===== config.mk =====
export PLATFORM = sky130hd
export DESIGN_NAME = kntt_ctrl
export DESIGN_NICKNAME = d
export VERILOG_FILES = /design/src/hw/rtl/kyber_number_theoretic_transform_core_assert.svh /design/src/hw/rtl/kntt_pkg.sv /design/src/hw/rtl/kntt_ctrl.sv
export SDC_FILE = /design/constraint.sdc
export NUM_CORES = 1
export LEC_CHECK = 0
export BUFFER_PORTS_ARGS = -buffer_cell sky130_fd_sc_hd__buf_2
export CAP_MARGIN = 10
export CORE_ASPECT_RATIO = 1.75
export CORE_MARGIN = 10
export CORE_UTILIZATION = 44
export CTS_BUF_LIST = sky130_fd_sc_hd__clkbuf_2 sky130_fd_sc_hd__clkbuf_4 sky130_fd_sc_hd__clkbuf_8
export DETAILED_ROUTE_END_ITERATION = 6
export HOLD_SLACK_MARGIN = 0.03
export SLEW_MARGIN = 20
export SYNTH_ARGS = -nofsm -noshare
export SYNTH_HDL_FRONTEND = slang
export SYNTH_SLANG_ARGS = --single-unit

===== constraint.sdc =====
create_clock -name clk_i -period 4.6 [get_ports clk_i]
set_input_delay 0.46 -clock clk_i [delete_from_list [all_inputs] [get_ports clk_i]]
set_output_delay 0.46 -clock clk_i [all_outputs]
set_load 0.02 [all_outputs]

===== src/hw/rtl/kyber_number_theoretic_transform_core_assert.svh =====
// ----------------------------------------------------------------------------
// Assertion macros
// Shared concurrent assertion forms, clocked on clk_i, masked in reset.
// ----------------------------------------------------------------------------
`ifndef KYBER_NUMBER_THEORETIC_TRANSFORM_CORE_ASSERT_SVH
`define KYBER_NUMBER_THEORETIC_TRANSFORM_CORE_ASSERT_SVH

// same-cycle implication
`define KNTT_ASSERT_IMP(lbl, ante, cons, msg) \
  lbl: assert property (@(posedge clk_i) disable iff (!rst_ni) (ante) |-> (cons)) \
    else $error(msg);

// next-cycle implication
`define KNTT_ASSERT_NXT(lbl, ante, cons, msg) \
  lbl: assert property (@(posedge clk_i) disable iff (!rst_ni) (ante) |=> (cons)) \
    else $error(msg);

`endif


===== src/hw/rtl/kntt_pkg.sv =====
// ----------------------------------------------------------------------------
// kntt_pkg
// Types, codes and constants of the Kyber NTT core (q = 3329, n = 256).
// ----------------------------------------------------------------------------
package kntt_pkg;

  localparam int unsigned PolyLength    = 256;
  localparam int unsigned CoeffsPerItem = 4;
  localparam int unsigned AddrW         = $clog2(PolyLength);
  localparam int unsigned ItemW         = $clog2(PolyLength / CoeffsPerItem);

  localparam logic signed [15:0] InvScale  = 16'sd1441;
  localparam logic signed [15:0] BarrettV  = 16'sd20159;
  localparam logic signed [17:0] ModQ18    = 18'sd3329;
  localparam logic signed [33:0] ModQ34    = 34'sd3329;
  localparam logic [31:0]        QinvLow   = 32'd62209;

  localparam logic [1:0] MODE_FWD   = 2'd0;
  localparam logic [1:0] MODE_INV   = 2'd1;
  localparam logic [1:0] MODE_SCALE = 2'd2;

  localparam logic [1:0] WS_IN = 2'd0;
  localparam logic [1:0] WS_A  = 2'd1;
  localparam logic [1:0] WS_B  = 2'd2;

  localparam logic [1:0] MS_NONE = 2'd0;
  localparam logic [1:0] MS_1    = 2'd1;
  localparam logic [1:0] MS_2    = 2'd2;
  localparam logic [1:0] MS_3    = 2'd3;

  localparam logic signed [15:0] Zeta [128] = '{
    -16'sd1044, -16'sd758,  -16'sd359,  -16'sd1517, 16'sd1493,  16'sd1422,  16'sd287,   16'sd202,
    -16'sd171,  16'sd622,   16'sd1577,  16'sd182,   16'sd962,   -16'sd1202, -16'sd1474, 16'sd1468,
    16'sd573,   -16'sd1325, 16'sd264,   16'sd383,   -16'sd829,  16'sd1458,  -16'sd1602, -16'sd130,
    -16'sd681,  16'sd1017,  16'sd732,   16'sd608,   -16'sd1542, 16'sd411,   -16'sd205,  -16'sd1571,
    16'sd1223,  16'sd652,   -16'sd552,  16'sd1015,  -16'sd1293, 16'sd1491,  -16'sd282,  -16'sd1544,
    16'sd516,   -16'sd8,    -16'sd320,  -16'sd666,  -16'sd1618, -16'sd1162, 16'sd126,   16'sd1469,
    -16'sd853,  -16'sd90,   -16'sd271,  16'sd830,   16'sd107,   -16'sd1421, -16'sd247,  -16'sd951,
    -16'sd398,  16'sd961,   -16'sd1508, -16'sd725,  16'sd448,   -16'sd1065, 16'sd677,   -16'sd1275,
    -16'sd1103, 16'sd430,   16'sd555,   16'sd843,   -16'sd1251, 16'sd871,   16'sd1550,  16'sd105,
    16'sd422,   16'sd587,   16'sd177,   -16'sd235,  -16'sd291,  -16'sd460,  16'sd1574,  16'sd1653,
    -16'sd246,  16'sd778,   16'sd1159,  -16'sd147,  -16'sd777,  16'sd1483,  -16'sd602,  16'sd1119,
    -16'sd1590, 16'sd644,   -16'sd872,  16'sd349,   16'sd418,   16'sd329,   -16'sd156,  -16'sd75,
    16'sd817,   16'sd1097,  16'sd603,   16'sd610,   16'sd1322,  -16'sd1285, -16'sd1465, 16'sd384,
    -16'sd1215, -16'sd136,  16'sd1218,  -16'sd1335, -16'sd874,  16'sd220,   -16'sd1187, -16'sd1659,
    -16'sd1185, -16'sd1530, -16'sd1278, 16'sd794,   -16'sd1510, -16'sd854,  -16'sd870,  16'sd478,
    -16'sd108,  -16'sd308,  16'sd996,   16'sd991,   16'sd958,   -16'sd1460, 16'sd1522,  16'sd1628
  };

  typedef struct packed {
    logic signed [15:0] coeff_0;
    logic signed [15:0] coeff_1;
    logic signed [15:0] coeff_2;
    logic signed [15:0] coeff_3;
  } in_word_t;

  typedef struct packed {
    logic signed [15:0] out_coeff_0;
    logic signed [15:0] out_coeff_1;
    logic signed [15:0] out_coeff_2;
    logic signed [15:0] out_coeff_3;
    logic               final_group;
  } out_word_t;

  typedef struct packed {
    logic             in_cap;
    logic             wr_en;
    logic [1:0]       wr_sel;
    logic [1:0]       wr_lane;
    logic [AddrW-1:0] wr_addr;
    logic             rd_en;
    logic [AddrW-1:0] rd_addr_a;
    logic [AddrW-1:0] rd_addr_b;
    logic [1:0]       mode;
    logic [6:0]       k;
    logic [1:0]       mul_step;
    logic             out_cap_lo;
    logic             out_cap_hi;
    logic             out_last;
  } dp_cmd_t;

endpackage


===== src/hw/rtl/kntt_ctrl.sv =====
// ----------------------------------------------------------------------------
// kntt_ctrl
// Sequencer: load, butterfly layers, inverse scaling and word output.
// ----------------------------------------------------------------------------
module kntt_ctrl (
  input  logic              clk_i,
  input  logic              rst_ni,
  input  logic              in_valid_i,
  output logic              in_stall_o,
  output logic              out_valid_o,
  input  logic              out_stall_i,
  input  logic              cfg_we_i,
  input  logic              cfg_wdata_i,
  output kntt_pkg::dp_cmd_t cmd_o
);

  localparam logic [3:0] S_IDLE  = 4'd0;
  localparam logic [3:0] S_LOAD  = 4'd1;
  localparam logic [3:0] S_RD    = 4'd2;
  localparam logic [3:0] S_M1    = 4'd3;
  localparam logic [3:0] S_M2    = 4'd4;
  localparam logic [3:0] S_M3    = 4'd5;
  localparam logic [3:0] S_WA    = 4'd6;
  localparam logic [3:0] S_WB    = 4'd7;
  localparam logic [3:0] S_ORD0  = 4'd8;
  localparam logic [3:0] S_ORD1  = 4'd9;
  localparam logic [3:0] S_OCAP  = 4'd10;
  localparam logic [3:0] S_OWAIT = 4'd11;

  logic [3:0] state_q, state_d;
  logic       dir_q;
  logic [kntt_pkg::ItemW-1:0] load_cnt_q, load_cnt_d;
  logic [1:0] lane_q, lane_d;
  logic [1:0] mode_q, mode_d;
  logic [2:0] shift_q, shift_d;
  logic [7:0] cnt_q, cnt_d;

  logic [7:0] grp, rem, idx_a, span, k_fwd, k_inv;
  logic       bf_last, item_last;

  assign span    = 8'd1 << shift_q;
  assign grp     = {1'b0, cnt_q[6:0]} >> shift_q;
  assign rem     = {1'b0, cnt_q[6:0]} & (span - 8'd1);
  assign idx_a   = (grp << (shift_q + 3'd1)) | rem;
  assign k_fwd   = (8'd128 >> shift_q) + grp;
  assign k_inv   = 8'((9'd256 >> shift_q) - 9'd1 - {1'b0, grp});
  assign bf_last = (cnt_q[6:0] == 7'd127);
  assign item_last = (cnt_q[5:0] == 6'd63);

  always_ff @(posedge clk_i or negedge rst_ni) begin
    if (!rst_ni) begin
      dir_q <= 1'b0;
    end else if (cfg_we_i) begin
      dir_q <= cfg_wdata_i;
    end
  end

  always_comb begin
    state_d    = state_q;
    load_cnt_d = load_cnt_q;
    lane_d     = lane_q;
    mode_d     = mode_q;
    shift_d    = shift_q;
    cnt_d      = cnt_q;

    cmd_o            = '0;
    cmd_o.mode       = mode_q;
    cmd_o.k          = (mode_q == kntt_pkg::MODE_INV) ? k_inv[6:0] : k_fwd[6:0];
    cmd_o.wr_lane    = lane_q;
    cmd_o.wr_sel     = kntt_pkg::WS_IN;
    cmd_o.mul_step   = kntt_pkg::MS_NONE;
    cmd_o.out_last   = item_last;
    if (mode_q == kntt_pkg::MODE_SCALE) begin
      cmd_o.rd_addr_a = cnt_q;
      cmd_o.rd_addr_b = cnt_q;
    end else begin
      cmd_o.rd_addr_a = idx_a;
      cmd_o.rd_addr_b = idx_a + span;
    end

    unique case (state_q)
      S_IDLE: begin
        if (in_valid_i) begin
          cmd_o.in_cap = 1'b1;
          lane_d       = 2'd0;
          state_d      = S_LOAD;
        end
      end
      S_LOAD: begin
        cmd_o.wr_en   = 1'b1;
        cmd_o.wr_addr = {load_cnt_q, lane_q};
        lane_d        = lane_q + 2'd1;
        if (lane_q == 2'd3) begin
          load_cnt_d = load_cnt_q + kntt_pkg::ItemW'(1);
          state_d    = S_IDLE;
          if (load_cnt_q == kntt_pkg::ItemW'(6'd63)) begin
            cnt_d = '0;
            if (dir_q) begin
              mode_d  = kntt_pkg::MODE_INV;
              shift_d = 3'd1;
            end else begin
              mode_d  = kntt_pkg::MODE_FWD;
              shift_d = 3'd7;
            end
            state_d = S_RD;
          end
        end
      end
      S_RD: begin
        cmd_o.rd_en = 1'b1;
        state_d     = S_M1;
      end
      S_M1: begin
        cmd_o.mul_step = kntt_pkg::MS_1;
        state_d        = S_M2;
      end
      S_M2: begin
        cmd_o.mul_step = kntt_pkg::MS_2;
        state_d        = S_M3;
      end
      S_M3: begin
        cmd_o.mul_step = kntt_pkg::MS_3;
        state_d        = S_WA;
      end
      S_WA: begin
        cmd_o.wr_en   = 1'b1;
        cmd_o.wr_sel  = kntt_pkg::WS_A;
        cmd_o.wr_addr = cmd_o.rd_addr_a;
        if (mode_q == kntt_pkg::MODE_SCALE) begin
          cnt_d   = cnt_q + 8'd1;
          state_d = S_RD;
          if (cnt_q == 8'd255) begin
            cnt_d   = '0;
            state_d = S_ORD0;
          end
        end else begin
          state_d = S_WB;
        end
      end
      S_WB: begin
        cmd_o.wr_en   = 1'b1;
        cmd_o.wr_sel  = kntt_pkg::WS_B;
        cmd_o.wr_addr = cmd_o.rd_addr_b;
        cnt_d         = {1'b0, cnt_q[6:0] + 7'd1};
        state_d       = S_RD;
        if (bf_last) begin
          if (mode_q == kntt_pkg::MODE_FWD) begin
            if (shift_q == 3'd1) begin
              state_d = S_ORD0;
            end else begin
              shift_d = shift_q - 3'd1;
            end
          end else if (shift_q == 3'd7) begin
            mode_d = kntt_pkg::MODE_SCALE;
          end else begin
            shift_d = shift_q + 3'd1;
          end
        end
      end
      S_ORD0: begin
        cmd_o.rd_en     = 1'b1;
        cmd_o.rd_addr_a = {cnt_q[5:0], 2'd0};
        cmd_o.rd_addr_b = {cnt_q[5:0], 2'd1};
        state_d         = S_ORD1;
      end
      S_ORD1: begin
        cmd_o.rd_en      = 1'b1;
        cmd_o.rd_addr_a  = {cnt_q[5:0], 2'd2};
        cmd_o.rd_addr_b  = {cnt_q[5:0], 2'd3};
        cmd_o.out_cap_lo = 1'b1;
        state_d          = S_OCAP;
      end
      S_OCAP: begin
        cmd_o.out_cap_hi = 1'b1;
        state_d          = S_OWAIT;
      end
      S_OWAIT: begin
        if (!out_stall_i) begin
          cnt_d   = {2'd0, cnt_q[5:0] + 6'd1};
          state_d = item_last ? S_IDLE : S_ORD0;
        end
      end
      default: state_d = S_IDLE;
    endcase
  end

  always_ff @(posedge clk_i or negedge rst_ni) begin
    if (!rst_ni) begin
      state_q    <= S_IDLE;
      load_cnt_q <= '0;
      lane_q     <= '0;
      mode_q     <= kntt_pkg::MODE_FWD;
      shift_q    <= 3'd7;
      cnt_q      <= '0;
    end else begin
      state_q    <= state_d;
      load_cnt_q <= load_cnt_d;
      lane_q     <= lane_d;
      mode_q     <= mode_d;
      shift_q    <= shift_d;
      cnt_q      <= cnt_d;
    end
  end

  assign in_stall_o  = (state_q != S_IDLE);
  assign out_valid_o = (state_q == S_OWAIT);

endmodule


==> results.md, run 1 <==
- The achievable frequency is 0.224 GHz.
- Before CTS, the worst setup slack after placement is 0.311 ns.
- The number of buffers between clock root and the deepest sink is 2.
- The total wirelength of the detailed-routed design is 12.5 mm.
- The complex-gate fraction of the synthesized area is 0.270.
- The horizontal die dimension is 90.4 um.
- The worst pin sits at a relative slew slack of 0.270.
- The main combinational cell family by area after synthesis is compound AO/OA/AOI/OAI gates.
- The biggest area contributor in the post-synthesis netlist is sky130_fd_sc_hd__dfrtp_1.
- From synthesis to final layout, the design area changed by 11.4%.
- Of the total synthesized cell area, the portion taken by AND, OR, NAND and NOR gates is 0.249.
- In this run the worst path has a maximum fanout of 6.
- The signal on the critical path passes through mux2_2 -> mux4_2 -> nand2_1 -> o21ai_1 -> a22oi_2 -> o21ai_1 -> ha_1 -> nor2_1 -> a21oi_1 -> a311oi_2 -> o31ai_4 -> and3_1 -> nor3_1 -> buf_2.
- The capturing element type of the critical path is an output pin.
- Dividing total power by cell area gives a power density of ~570 nW/um2.
- Among all cell types in the netlist, the one instantiated most often is sky130_fd_sc_hd__nand2_1.
- The final count of hold timing violations is 0.
- TritonCTS built the clock tree.
- The count of buffers from port buffering is 52.
- The number of nets handed over by synthesis was 546.
- The via count of the first global-routing pass was a little under 4k.
- The count of state elements after synthesis is 26.
- The count of final max-slew check failures is 0.
- From bottom edge to top edge, the die measures ~140 um.
- CTS placed an instance of sky130_fd_sc_hd__clkbuf_8 at the clock tree root.
- In the routed layout, each cell is associated on average with a via count of 5.97.
- Setup total negative slack on the finished layout was measured at 0 ns.
- Summed over all nets, the half-perimeter wirelength after detailed placement is 9.98 mm.
- The most frequently used flop master after synthesis is sky130_fd_sc_hd__dfrtp_1.
- The netlist area before placement is 3810 um2.
- The initial utilization of the core area, before any placement, comes to 0.456.
- The number of search-and-repair iterations in the first detailed-routing pass is 5.
- The required time at the worst-slack endpoint is 4.14 ns.
- Setup repair after global routing left no endpoint under its margin.
- Across every metal layer, demand over resource in global routing totals 0.187.
- The overall die area is 12900 um2.
- Pin placement for this block handled 53 I/O pins.
- The critical path is of the flop to output pin type.
- The cell occurring most often along the worst timing path is sky130_fd_sc_hd__o21ai_1.
- The number of antenna violations at the first check in global routing is 0.
- The largest net degree at the start of global routing is 27.
- The path class of the lowest-slack min-delay path is input pin to async pin.
- The average size of a mapped cell is 7.42 um2.
- The detail-routed net length per standard cell is 18.9 um.
- The final setup slack of the worst path is around 0.13 ns.
- The final layout contains 580 nets.
- The delay of the slowest cell on the worst path is 0.61 ns.
- The final critical path time including I/O delays and setup is ~4.5 ns.
- After clock tree synthesis, the clock-pin slew on the worst setup and hold paths is 0.10 ns.
- The worst setup path is launched from a flop.
- The share of the synthesized area in the top cell type is 0.151.
- CTS built an H-tree with a depth of 1.
- Of the total synthesized cell area, the portion taken by full adders, half adders and majority gates is 0.0893.
- The area of the placeable core is between 8000 and 9000 um2.
- In the post-synthesis netlist, the biggest area contributors are sky130_fd_sc_hd__dfrtp_1, sky130_fd_sc_hd__ha_1, sky130_fd_sc_hd__nand2_1.
- The clock sink count is 26.
- At the pin with the least slew margin, the transition time is 1.09 ns.
- The via count is approximately 4.0k.
- The total global routing overflow is 0.
- The analysis attributes to cell leakage a power of 1.92 nW.
- Summing all multi-input logic gate instances after layout gives 2910 um2.
- The final design utilization is 0.507.
- The total number of yosys warnings is 0.
- On the final layout, the worst clock skew is roughly 0.0042 ns.
- Of the cells placed in the final design, the portion with a size suffix greater than 1 is 0.205.
- The first global-routing pass estimated 19.8 mm of wire.
- After technology mapping, the gate count stands at 514.
- The data arrival at the endpoint of the critical path is 4.01 ns.
- The clock buffer count from CTS is 3.
- In the final layout, flip-flops and latches occupy 654 um2.
- The number of cell rows is 44.
- After synthesis, the share of flip-flops with an asynchronous set or reset is 1.00.
- In this run, synthesis inferred 0 flip-flops with an integrated enable.
- The layout filler cell count is 883.
- After detailed routing, the number of remaining DRC violations is 0.
- For the worst-skew pair, the clock arrives at the later sink with an insertion delay of 0.29 ns.
- The slowest library cell on the worst path is sky130_fd_sc_hd__dfstp_2.
- The first routing iteration left 185 violations.
- The number of antenna diodes in the final layout is 0.
- Setup violations remaining at the end of the flow were counted as 0.
- The sequential area share after synthesis is 0.172.
- Of the total synthesized cell area, the portion taken by XOR and XNOR cells is 0.0712.
- Once detail routing completed, the nets flagged for antenna violations numbered 0.
- The multiplexer fraction of the synthesized cell area is 0.0801.
- The run finished with clean final reports.
- The netlist uses 76 different library cells.
- The routability congestion estimate is 0.945.
- The max capacitance violation total is 0.
- The worst-case IR drop observed on VDD is roughly 0.45 mV.
- The fraction of the cycle the final worst path needs is 0.972.
- Sorting the synthesized cells by how often they occur yields sky130_fd_sc_hd__nand2_1, sky130_fd_sc_hd__nor2_1, sky130_fd_sc_hd__o21ai_0.
[worst max-delay path, delay by kind of cell, from the launching register on]
kind                       cells  cell delay (ns)
DFF                            1             0.61
and+or+nand+nor                4             0.63
AOI/OAI and AO/OA              6             1.09
muxes                          2             0.93
adders and majority gates      1             0.25
buffers and inverters          1             0.20
[layout by cell type (no fill, tap or decap), drive strengths merged, types with 4 or more instances in the layout]
cell and count:
buf 67, nand2 61, nor2 50, o21ai 50, a21oi 29, ha 24, dfrtp 23, inv 22
xnor2 20, nand3 17, nand2b 13, nor3 11, xor2 11, mux2i 11, mux2 11, and2 8
nor2b 8, a31oi 7, and3 6, o211ai 6, nor3b 5, a21o 5, a221oi 5, a22o 4
a221o 4, nor4 4, a22oi 4, o31ai 4, clkbuf 4
[registers in the layout, summed over array words and instances, names as in the netlist]
signal	count
load_cnt_q	6
cnt_q	8
state_q	4
mode_q	2
lane_q	2
dir_q	1
shift_q	3
[final timing paths]
check	startpoint	to	slack, ns	cells after the start
setup / recovery	shift_q[1]	cmd_o[21]	0.13	14
hold / removal	rst_ni	dir_q	0.16	1
setup reg to reg	cnt_q[1]	cnt_q[1]	1.75	9
hold reg to reg	load_cnt_q[4]	load_cnt_q[4]	0.53	1
max in group asynchronous	rst_ni	lane_q[1]	4.04	1
min in group clk_i	cfg_wdata_i	dir_q	0.40	2
[layer usage]
layer | vias to the layer above | routed length [um] | track usage | part of all wire
met5 | - | 0 | 0 | 0
met4 | 0 | 652 | 0.111 | 0.052
met3 | 46 | 577 | 0.0283 | 0.046
met2 | 144 | 6730 | 0.362 | 0.54
met1 | 1865 | 4550 | 0.181 | 0.36
li1 | 1899 | - | - | -
[logic make-up after synthesis]
group,Yosys count
compound gates,146
xor+xnor,31
fa+ha+maj,26
buf+inv,62
flops,26
mux,25
simple gates,198
[metrics by stage]
stage	instances	instance area (um2)	hold WS, ns	total power [mW]
floorplan	514	3810	0.164	1.67
global placement	656	4150	0.496	2.20
detailed placement	656	4150	0.509	2.21
CTS	661	4230	0.191	2.43
global route	662	4250	0.208	2.64
finish	662	4250	0.165	2.44
[area by class of cell]
class / count / area share
Sequential cell: 26 / 0.154
Clock buffer: 3 / 0.00973
Tap cell: 115 / 0.0339
Multi-Input combinational cell: 426 / 0.686
Timing Repair Buffer: 68 / 0.0890
Inverter: 23 / 0.0203
Clock inverter: 1 / 0.00707
[timing repair]
item	CTS	global route
endpoints found under the setup margin	1	6
gates resized for setup	0	6
pin swaps	1	1
hold buffers	0	0
buffers inserted	1	1
[power breakdown]
group / total [mW] / internal (mW) / leakage [nW] / switching, mW
clock network: 0.201 / 0.117 / 0.0357 / 0.0841
registers: 0.377 / 0.284 / 0.324 / 0.0931
logic: 1.86 / 0.697 / 1.56 / 1.16
total: 2.44 / 1.10 / 1.92 / 1.34
(Power assumes the default switching activity.)
==> run 2, diff against run 1 <==
Settings changed: SETUP_SLACK_MARGIN set to 0.5.
==> run 2 against run 1 <==
Net effect: register-to-register slack hardly changed; core utilization increased by 7.1 points; sequential share of layout area decreased by 1.7 points; non-clock buffer count increased by 32; clock skew is 0.0020 ns lower; via count up 5.8%.
==> results.md, run 2 (same netlist as run 1, synthesis figures left out) <==
- The required time at the worst-slack endpoint is 4.14 ns (about the same).
- The number of buffers between clock root and the deepest sink was 2 (unchanged).
- The post-placement cell area is 4170 um2 (+0.45%).
- The largest net degree at the start of global routing was 29 (+7.4%).
- The number of nets still failing antenna checks after routing is 0 (unchanged).
- The worst slew margin relative to its limit was 0.324 (+0.0544).
- The flip-flop count of the largest register, all copies and words added is 8 (unchanged).
- The count of buffers from port buffering was 52 (unchanged).
- The total wirelength of the detailed-routed design was 13.6 mm (+8.4%).
- The final-report setup violation count is 0 (unchanged).
- The number of search-and-repair iterations in the first detailed-routing pass is 5 (unchanged).
- The area growth from synthesis to layout is 26.9%.
- The area of the placeable core came to 8370 um2 (unchanged).
- Clock tree synthesis selected as its root buffer the cell sky130_fd_sc_hd__clkbuf_8.
- The number of top-level pins came to 53 (unchanged).
- The clock sink count was 26 (unchanged).
- The via count of the first global-routing pass came to 4355 (+11%).
- The final critical path time including I/O delays and setup is 4.30 ns (-0.171 ns).
- The clock network latency to the later pin of the worst-skew pair was 0.28 ns (about the same).
- The most critical setup path has its startpoint at shift_q[1].
- The cell area after layout is 4840 um2 (+14%).
- Leaving out fill and tap cells, the most frequent cell in the layout is sky130_fd_sc_hd__nand2_1.
- The max capacitance violation total came to 0 (unchanged).
- The global-route usage over all layers is 0.204 (+0.0175).
- The data arrival at the endpoint of the critical path is 3.84 ns (-0.17 ns).
- The share of final-layout standard cells stronger than drive strength 1 is 0.321 (+0.116).
- The final worst clock skew is 0.00223 ns (-0.00197 ns).
- The startpoint kind of the worst setup timing path is a flop.
- Setup repair after global routing could not meet its margin everywhere.
- The number of inserted diodes is 0 (unchanged).
- The number of remaining DRC errors came to 0 (unchanged).
- The horizontal die dimension is 90.4 um (unchanged).
- The detail-routed net length per standard cell was 19.5 um (+3.4%).
- The routed length on met1 is 5.06 mm (+11%).
- The biggest fanout along the worst timing path came to 8 (+2).
- The via count was 4183 (+5.8%).
- The overall die area came to 12900 um2 (unchanged).
- The detailed placement HPWL is 9.97 mm (-0.11%).
- The origin of the critical flop-to-flop path is mode_q[0].
- The detailed route wirelength on metal2 is 7.11 mm (+5.6%).
- The final setup slack of the worst path came to 0.300 ns (+0.171 ns).
- The global-route wire length before repair is 22.0 mm (+11%).
- The power after layout is 2.94 mW (+21%).
- The total instance count after detailed placement is 657 (+0.15%).
- The mean number of vias per cell is 6.03 (+0.91%).
- The count of final max-slew check failures is 0 (unchanged).
- The minimum hold slack is 0.175 ns (+0.0104 ns).
- The number of non-filler instances in the completed layout is 694 (+4.8%).
- The net total in the final layout came to 612 (+5.5%).
- The worst setup timing slack at the placement stage is 0.234 ns (-0.0760 ns).
- The achievable frequency was 0.233 GHz (+4.0%).
- The run finished with clean final reports.
- The total global routing overflow is 0 (unchanged).
- The power density of the placed cells came to 608 nW/um2 (+6.0%).
- The routability congestion estimate is 0.928 (-1.7%).
- TritonCTS built the clock tree.
- The H-tree depth reported by CTS came to 1 (unchanged).
- The initial detailed-routing violation count was 241 (+30%).
- The clock edge transition at the registers on the reported setup and hold paths is 0.09 ns (about the same).
- The fraction of the cycle the final worst path needs is 0.935 (-0.0372).
- The critical path class is flop to output pin.
- The post-route setup TNS is 0 ns (unchanged).
- The amount of wire on met3 after detailed routing is 566 um (-1.9%).
- The worst hold path belongs to the class input pin to async pin.
- The clock buffer count from CTS is 3 (unchanged).
- In the final layout, the registers with the most flip-flops are cnt_q (8), load_cnt_q (6), state_q (4).
- The number of antenna violations at the first check in global routing is 0 (unchanged).
- The number of cell rows is 44 (unchanged).
- The leakage power is 2.14 nW (+11%).
- The initial cell density of the core is 0.456 (unchanged).
- The vertical die dimension came to 143 um (unchanged).
- In the layout the commonest cells are sky130_fd_sc_hd__nand2_1, sky130_fd_sc_hd__buf_4, sky130_fd_sc_hd__nor2_1.
- After detailed routing, no signal wire sits above met4.
- The number of buffers inserted by hold repair at cts is 0 (unchanged).
- The final design utilization is 0.578 (+0.0707).
- The transition time of the tightest slew-check pin is 1.01 ns (-0.0814 ns).
- The maximum VDD drop is 0.501 mV (+11%).
- The worst setup path is captured at an output pin.
- The final count of hold timing violations is 0 (unchanged).
- The register ranked first by flip-flop count is cnt_q.
[run 2: changes by cell type in the layout (fill, tap and decap cells not counted), sizes merged]
| cell | previous run | this run |
|---|---|---|
| clkbuf | 4 | 3 |
| buf | 67 | 100 |
[run 2: critical path: stages (launching register included)]
cell	delay [ns]
sky130_fd_sc_hd__dfstp_4	0.69
sky130_fd_sc_hd__mux2_4	0.32
sky130_fd_sc_hd__mux4_2	0.53
sky130_fd_sc_hd__nand2_2	0.10
sky130_fd_sc_hd__o21ai_2	0.05
sky130_fd_sc_hd__a22oi_2	0.22
sky130_fd_sc_hd__o21ai_2	0.10
sky130_fd_sc_hd__ha_4	0.30
sky130_fd_sc_hd__nor2_2	0.05
sky130_fd_sc_hd__a21oi_2	0.14
sky130_fd_sc_hd__a311oi_2	0.11
sky130_fd_sc_hd__buf_4	0.16
sky130_fd_sc_hd__or3_4	0.37
sky130_fd_sc_hd__nand4_1	0.10
sky130_fd_sc_hd__o211ai_1	0.12
sky130_fd_sc_hd__buf_4	0.18
[run 2: path summary, 6_finish.rpt]
path | endpoint | slack (ns) | cells after the start
setup / recovery | cmd_o[36] | 0.30 | 15
hold / removal | load_cnt_q[2] | 0.18 | 1
max in group asynchronous | cnt_q[1] | 4.01 | 1
hold reg to reg | load_cnt_q[4] | 0.51 | 1
setup reg to reg | cnt_q[6] | 1.76 | 6
min in group clk_i | dir_q | 0.41 | 2
[run 2: layout make-up]
type | instances | area (um2)
multi-input combinational | 426 | 3170
tap | 115 | 144
timing repair buffer | 100 | 693
clock inverter | 1 | 30.0
clock buffer | 3 | 41.3
sequential | 26 | 662
fill | 794 | 3530
inverter | 23 | 93.8
[run 2: power by group]
group | leakage [nW] | internal, mW | total (mW) | switching [mW]
combinational | 1.78 | 1.03 | 2.37 | 1.35
sequential | 0.324 | 0.286 | 0.373 | 0.0872
clock | 0.0357 | 0.117 | 0.195 | 0.0785
[run 2: repair_timing]
| item | in CTS | in global routing |
|---|---|---|
| resized for setup | 61 | 25 |
| pin swaps | 29 | 22 |
| setup buffers | 30 | 3 |
| setup endpoints to repair | 14 | 13 |
[run 2: routing by layer]
| layer | up-vias | global-route usage |
|---|---|---|
| met5 | - | 0 |
| met4 | 0 | 0.137 |
| met3 | 57 | 0.0273 |
| met2 | 140 | 0.382 |
| met1 | 2012 | 0.206 |
| li1 | 1974 | - |
